`config.mk`:
```
export PLATFORM = sky130hd
export DESIGN_NAME = handle_find_or_insert_table_core
export DESIGN_NICKNAME = d
export VERILOG_FILES = /design/src/hfit_pkg.sv /design/src/handle_find_or_insert_table_core.sv
export SDC_FILE = /design/constraint.sdc
export NUM_CORES = 2
export LEC_CHECK = 0
export BUFFER_PORTS_ARGS = -buffer_cell sky130_fd_sc_hd__buf_2
export CORE_MARGIN = 3
export CORE_UTILIZATION = 65
export CTS_CLUSTER_DIAMETER = 30
export DETAILED_ROUTE_END_ITERATION = 8
export PLACE_DENSITY_LB_ADDON = 0.1
export SYNTH_ARGS = -nofsm -noshare
export SYNTH_HDL_FRONTEND = slang
export SYNTH_SLANG_ARGS = --single-unit
```
`constraint.sdc`:
```
create_clock -name i_clk -period 17.2 [get_ports i_clk]
set_input_delay 2.58 -clock i_clk [delete_from_list [all_inputs] [get_ports i_clk]]
set_output_delay 2.58 -clock i_clk [all_outputs]
set_load 0.01 [all_outputs]
```
`src/hfit_pkg.sv`:
```
// ----------------------------------------------------------------------------
// hfit_pkg: shared constants for the handle find-or-insert table
// Field widths of the request and result channels and the default table
// depth handed to the core.
// ----------------------------------------------------------------------------
`timescale 1ns / 1ps

package hfit_pkg;

    // Width of one buffer handle.
    localparam int HANDLE_W = 32;

    // Width of the window fields and of the slot index result.
    localparam int WIN_W = 7;

    // Default number of table entries.
    localparam int DEFAULT_TABLE_DEPTH = 64;

endpackage : hfit_pkg

```
`src/handle_find_or_insert_table_core.sv`:
```
// ----------------------------------------------------------------------------
// handle_find_or_insert_table_core: find-or-insert table of buffer handles
// Scans a window of a handle table for a match and appends the handle at the
// fill count when it is not found and the table is not full, else reports overflow.
// ----------------------------------------------------------------------------
// Usage:
//   A request (handle, window start, window size) is taken at a rising edge
//   where start is high and busy is low. busy stays high until the result is
//   issued. The result (slot index, appended, overflow) is presented for one
//   cycle with o_result_valid high; the receiver cannot stall it and must
//   take it in that cycle. A new request may be issued in the result cycle.
// Timing:
//   A setup state computes the window, then the scan reads one table entry
//   per cycle through the single-port synchronous memory and compares it in
//   the next cycle. The scan stops at the first matching entry or after the
//   last written entry of the window; the result strobe is registered from
//   the finishing cycle of the scan.
// Reset:
//   Reset clears the fill count and the control state. Table contents are not
//   cleared; only entries below the fill count are ever read.
// ----------------------------------------------------------------------------
`timescale 1ns / 1ps

module handle_find_or_insert_table_core
    import hfit_pkg::*;
#(
    parameter int TABLE_DEPTH = DEFAULT_TABLE_DEPTH
) (
    input  logic                i_clk,
    input  logic                i_rst_n,
    input  logic                start,
    output logic                busy,
    input  logic [HANDLE_W-1:0] i_handle,
    input  logic [WIN_W-1:0]    i_window_start,
    input  logic [WIN_W-1:0]    i_window_size,
    output logic                o_result_valid,
    output logic [WIN_W-1:0]    o_slot_index,
    output logic                o_appended,
    output logic                o_overflow
);

    // Address, fill count and scan arithmetic widths.
    localparam int AW = (TABLE_DEPTH > 1) ? $clog2(TABLE_DEPTH) : 1;
    localparam int CW = $clog2(TABLE_DEPTH + 1);
    localparam int SW = ((CW > WIN_W) ? CW : WIN_W) + 1;
    localparam logic [SW-1:0] DEPTH_X = SW'(TABLE_DEPTH);
    localparam logic [CW-1:0] DEPTH_C = CW'(TABLE_DEPTH);

    typedef enum logic [1:0] {
        S_IDLE,
        S_SETUP,
        S_SCAN
    } t_state;

    // Handle storage.
    logic [HANDLE_W-1:0] r_mem [TABLE_DEPTH];
    logic [HANDLE_W-1:0] r_rdata;

    // Control and request registers.
    t_state              r_state;
    logic [CW-1:0]       r_fill;
    logic [HANDLE_W-1:0] r_handle;
    logic [WIN_W-1:0]    r_start;
    logic [WIN_W-1:0]    r_size;
    logic [SW-1:0]       r_n;
    logic [SW-1:0]       r_m;
    logic [SW-1:0]       r_k;
    logic [SW-1:0]       r_cmp_k;
    logic                r_cmp_valid;
    logic                r_valid;
    logic [WIN_W-1:0]    r_slot;
    logic                r_appended;
    logic                r_overflow;

    // Window arithmetic for the setup cycle.
    logic [SW-1:0] start_x;
    logic [SW-1:0] size_x;
    logic [SW-1:0] fill_x;
    logic [SW-1:0] avail;
    logic [SW-1:0] room;
    logic [SW-1:0] n_n;
    logic [SW-1:0] n_m;

    // Scan control.
    logic          issue;
    logic          hit;
    logic          finish;
    logic [SW-1:0] addr_x;
    logic [AW-1:0] rd_addr;
    logic          wr_en;

    // Window length and the number of written entries inside it.
    always_comb begin
        start_x = SW'(r_start);
        size_x  = SW'(r_size);
        fill_x  = SW'(r_fill);
        avail   = (start_x < fill_x) ? (fill_x - start_x) : '0;
        room    = (start_x < DEPTH_X) ? (DEPTH_X - start_x) : '0;
        n_n     = (r_size != '0) ? size_x : avail;
        if (n_n > room) begin
            n_n = room;
        end
        n_m     = (n_n < avail) ? n_n : avail;
    end

    // Scan pipeline: issue one read per cycle, compare in the next cycle.
    always_comb begin
        hit     = r_cmp_valid && (r_rdata == r_handle);
        issue   = (r_state == S_SCAN) && !hit && (r_k < r_m);
        finish  = (r_state == S_SCAN) && (hit || (r_k >= r_m));
        addr_x  = start_x + r_k;
        rd_addr = addr_x[AW-1:0];
        wr_en   = finish && !hit && (r_fill != DEPTH_C);
    end

    // Table memory with registered read data.
    always_ff @(posedge i_clk) begin
        if (wr_en) begin
            r_mem[r_fill[AW-1:0]] <= r_handle;
        end
        if (issue) begin
            r_rdata <= r_mem[rd_addr];
        end
    end

    // State machine, fill count and registered result.
    always_ff @(posedge i_clk) begin
        if (!i_rst_n) begin
            r_state     <= S_IDLE;
            r_fill      <= '0;
            r_cmp_valid <= 1'b0;
            r_valid     <= 1'b0;
        end else begin
            // The result strobe lasts exactly the cycle after the scan ends.
            r_valid <= finish;
            unique case (r_state)
                S_IDLE: begin
                    if (start) begin
                        r_handle <= i_handle;
                        r_start  <= i_window_start;
                        r_size   <= i_window_size;
                        r_state  <= S_SETUP;
                    end
                end
                S_SETUP: begin
                    r_n         <= n_n;
                    r_m         <= n_m;
                    r_k         <= '0;
                    r_cmp_valid <= 1'b0;
                    r_state     <= S_SCAN;
                end
                S_SCAN: begin
                    // No read is issued in the finishing cycle, so this also
                    // clears the compare slot at the end of a scan.
                    r_cmp_valid <= issue;
                    r_cmp_k     <= r_k;
                    if (issue) begin
                        r_k <= r_k + 1'b1;
                    end
                    if (finish) begin
                        r_state     <= S_IDLE;
                        if (hit) begin
                            r_slot     <= r_cmp_k[WIN_W-1:0];
                            r_appended <= 1'b0;
                            r_overflow <= 1'b0;
                        end else if (r_fill != DEPTH_C) begin
                            r_slot     <= r_n[WIN_W-1:0];
                            r_appended <= 1'b1;
                            r_overflow <= 1'b0;
                            r_fill     <= r_fill + 1'b1;
                        end else begin
                            r_slot     <= '0;
                            r_appended <= 1'b0;
                            r_overflow <= 1'b1;
                        end
                    end
                end
                default: begin
                    r_state <= S_IDLE;
                end
            endcase
        end
    end

    assign busy           = (r_state != S_IDLE);
    assign o_result_valid = r_valid;
    assign o_slot_index   = r_slot;
    assign o_appended     = r_appended;
    assign o_overflow     = r_overflow;

    // The fill count never passes the table depth.
    a_fill_bound: assert property (@(posedge i_clk) disable iff (!i_rst_n)
        r_fill <= DEPTH_C)
        else $error("fill count beyond table depth");

    // A result never carries both appended and overflow.
    a_result_flags: assert property (@(posedge i_clk) disable iff (!i_rst_n)
        o_result_valid |-> !(o_appended && o_overflow))
        else $error("appended and overflow both set");

    // The fill count moves only with an appended result.
    a_fill_moves: assert property (@(posedge i_clk) disable iff (!i_rst_n)
        (r_fill != $past(r_fill)) |-> (o_result_valid && o_appended))
        else $error("fill count changed without an append");

    // Overflow is only reported with a full table.
    a_overflow_full: assert property (@(posedge i_clk) disable iff (!i_rst_n)
        (o_result_valid && o_overflow) |-> (r_fill == DEPTH_C))
        else $error("overflow reported with room left");

    // An accepted request keeps the block busy and gives no result next cycle.
    a_accept_busy: assert property (@(posedge i_clk) disable iff (!i_rst_n)
        (start && !busy) |=> (busy && !o_result_valid))
        else $error("request accepted but block not busy");

    // Reads stay inside the written part of the table.
    a_read_written: assert property (@(posedge i_clk) disable iff (!i_rst_n)
        issue |-> (addr_x < SW'(r_fill)))
        else $error("read of an unwritten entry");

endmodule : handle_find_or_insert_table_core

```
==> flow_metrics.env <==
export IMPL_num_vias=42929
export IMPL_outcome="complete, no violations"
export IMPL_tns_ns=0
export IMPL_period_minus_slack_ns=7.15
export IMPL_setup_viol=0
export IMPL_grt_first_pass_wirelength_um=335000
export IMPL_drt_iter0_drc=6654
export IMPL_synth_seq_cells=2176
export IMPL_fin_skew_ns=0.0558
export IMPL_drcViolationCount=0
export IMPL_worstPathCellList="ha_4, fa_4, buf_4, buf_12, buf_4, mux4_2, mux4_2, mux2i_1, a21oi_1"
export IMPL_rsz0062_at_grt="false"
export IMPL_post_cts_setup_buffers=0
export IMPL_required_ns=17.81
export IMPL_dieWidth_um=366
export IMPL_netlist_area_um2=84300
export IMPL_die_area_um2=134000
export IMPL_grt_max_degree=187
export IMPL_cp_top_family="buffers and inverters"
export IMPL_cts_resized_gates=0
export IMPL_worst_setup_path_type="reg -> reg"
export IMPL_drv_cap=0
export IMPL_cts_htree_levels=5
export IMPL_stdcell_area_um2=100000
export IMPL_nets=4057
export IMPL_grt_overflow=0
export IMPL_avgSynthCellArea_um2=23.6
export IMPL_cts_root_buf="clkbuf_16"
export IMPL_timing_critical_path_buf_inv=3
export IMPL_hold_class="reg -> reg"
export IMPL_io_buffer_count=59
export IMPL_power_density_nw_per_um2=146
export IMPL_avgViaCountPerCell=7.15
export IMPL_place_area_um2=87500
export IMPL_first_pass_iters=6
export IMPL_syn_inst=3567
export IMPL_critPathMaxStageDelay_ns=1.32
export IMPL_cp_max_fo=186
export IMPL_synthesis_nets=3660
export IMPL_slew_headroom=0.0911
export IMPL_end_kind="flop"
export IMPL_gp_congestion=0.873
export IMPL_critPathSlowestCell="fa_4"
export IMPL_cts_hold_buffers=0
export IMPL_yosysWarnings=0
export IMPL_seq_area_frac_synth=0.774
export IMPL_cp_arrival_ns=7.76
export IMPL_clkLatencyLatePin_ns=0.93
export IMPL_clk_pin_slew_ns=0.05
export IMPL_startpoint_type="flop"
export IMPL_synth_edf_count=2165
export IMPL_grt_usage=0.359
export IMPL_dpl_hpwl_um=108000
export IMPL_ys_types=60
export IMPL_wl_per_cell_um=39.2
export IMPL_io_pins=60
export IMPL_synth_async_sr_flop_share=0
export IMPL_tritoncts="built"
export IMPL_numCtsBuffers=384
export IMPL_fp_dieH_um=366
export IMPL_p_leak_nw=32.4
export IMPL_clock_path_buffers=4
export IMPL_max_freq_mhz=140
export IMPL_row_count=131
export IMPL_layout_worst_path_cycle_share=0.416
export IMPL_ys_flop_type="edfxtp_1"
export IMPL_maxSlewViolCount=0
export IMPL_antenna_found_initial=8
export IMPL_drive_gt1_frac=0.361
export IMPL_ant_nets=0
export IMPL_ir_drop_v=0.000152
export IMPL_core_area_um2=128000
export IMPL_grt_pass1_vias=45298
export IMPL_fillCellCount=6064
export IMPL_initial_core_util=0.658
export IMPL_clock_sinks=2176
export IMPL_routed_wl_um=235000
export IMPL_worst_slew_pin_slew_ns=1.36
export IMPL_syn2layout_area_growth_pct=19.1
export IMPL_hold_viol=0
[layer usage]
metal | vias up | share of wire | track usage
met3 | 700 | 0.11 | 0.0878
li1 | 16207 | - | -
met4 | 0 | 0.054 | 0.179
met2 | 3395 | 0.50 | 0.576
met1 | 22627 | 0.34 | 0.470
met5 | - | 0 | 0
[worst paths after layout]
kind / cells past startpoint / slack, ns / start / to
setup / recovery: 9 / 10.05 / r_start[0]$_DFFE_PP_ / r_rdata[19]$_DFFE_PP_
hold / removal: 2 / 0.54 / r_state[1]$_SDFFE_PN0P_ / r_state[1]$_SDFFE_PN0P_
setup reg to reg: 9 / 10.05 / r_start[0]$_DFFE_PP_ / r_rdata[19]$_DFFE_PP_
hold reg to reg: 2 / 0.54 / r_state[1]$_SDFFE_PN0P_ / r_state[1]$_SDFFE_PN0P_
[worst min-delay path, stage by stage, from the launching register on]
cell,delay (ns)
dfxtp_1,0.33
nand2_1,0.08
mux2i_1,0.08
[final cells by class]
| cell class | count | area (um2) | share of cell area |
|---|---|---|---|
| sequential | 2176 | 65200 | 0.649 |
| multi-input combinational | 1171 | 18600 | 0.186 |
| clock buffer | 421 | 9900 | 0.0985 |
| clock inverter | 271 | 3060 | 0.0304 |
| tap | 1729 | 2160 | 0.0215 |
| timing repair buffer | 188 | 1290 | 0.0128 |
| inverter | 43 | 161 | 0.00161 |
| antenna | 4 | 10.0 | 0.0000996 |
[where the power goes]
part / internal (mW) / total [mW] / leakage, nW / switching (mW)
Clock: 4.91 / 7.60 / 6.22 / 2.69
Combinational: 0.499 / 1.22 / 6.65 / 0.719
Sequential: 5.87 / 5.88 / 19.6 / 0.0146
[synth_stat cells (3+ instances only)]
library cell  number  area (um2)
a2bb2oi_1          3        26.3
nand3_1           27         135
o31ai_1            4        30.0
a211oi_1          37         278
nand2_1           18        67.6
o21bai_1           5        37.5
and2_1            14        87.6
ha_1              42         526
buf_4              6        45.0
nand2b_1           6        37.5
edfxtp_1        2165       65000
inv_1             43         161
o21a_1             3        22.5
a21o_1             6        45.0
nand4b_1           3        26.3
mux2i_1           41         410
nor2_1            82         308
buf_6              4        45.0
o21ai_0           13        65.1
or3_1              9        56.3
xor2_1            37         324
mux4_2           640       14400
a21oi_1           51         255
or4_1              4        30.0
and3_1             4        25.0
buf_1             11        41.3
buf_2             69         345
nand4_1           10        62.6
nor3_1            14        70.1
xnor2_1           12         105
nor4_1             8        50.1
clkbuf_1          87         327
nor2b_1           42         263
dfxtp_1           11         220
a21boi_0           4        30.0
mux2_4             4        60.1
[cells in the final DEF, fill, tap and decap left out, types with 42 or more instances in the layout]
| cell | synthesis | final |
|---|---|---|
| nor2b_1 | 42 | 42 |
| mux4_2 | 640 | 640 |
| buf_2 | 69 | 59 |
| inv_1 | 43 | 43 |
| bufinv_16 | 0 | 48 |
| nor2_4 | 0 | 56 |
| clkinvlp_4 | 0 | 47 |
| inv_6 | 0 | 50 |
| a21oi_1 | 51 | 51 |
| clkinv_2 | 0 | 48 |
| edfxtp_1 | 2165 | 2165 |
| buf_4 | 6 | 127 |
| clkbuf_16 | 0 | 390 |
[state kept, by name, summed over array words and instances (netlist names)]
register        cells
o_result_valid      1
r_k                 8
r_size              7
o_appended          1
r_state             2
r_start             7
r_cmp_k             7
r_mem            2048
r_cmp_valid         1
r_fill              7
r_m                 8
r_rdata            32
r_n                 7
o_overflow          1
o_slot_index        7
r_handle           32
[logic make-up (layout without fill, tap and decap cells)]
kind of cell	count (synthesis)	in the layout	synth area share
DFF	2176	2176	0.774
muxes	686	686	0.177
AOI/OAI and AO/OA	147	147	0.0118
buffers and inverters	220	923	0.0114
other	1	5	0.0000445
xor gates and xnor gates	49	49	0.00509
and+or+nand+nor	244	244	0.0148
adders and majority gates	44	44	0.00671
[per-stage QoR]
| stage | cells | total power, mW | util | setup slack (ns) | hold WS (ns) |
|---|---|---|---|---|---|
| 5_1_grt | 5999 | 15.0 | 0.784 | 9.79 | 0.546 |
| 3_5_place_dp | 5307 | 7.16 | 0.683 | 10.22 | 0.516 |
| 4_1_cts | 5999 | 14.7 | 0.784 | 10.18 | 0.523 |
| 3_3_place_gp | 5307 | 7.13 | 0.683 | 10.33 | 0.461 |
| 6_report | 6003 | 14.7 | 0.784 | 10.05 | 0.538 |
| 2_1_floorplan | 3567 | 6.75 | - | 11.50 | 0.450 |
No activity file was read; power rests on OpenSTA's default activity.
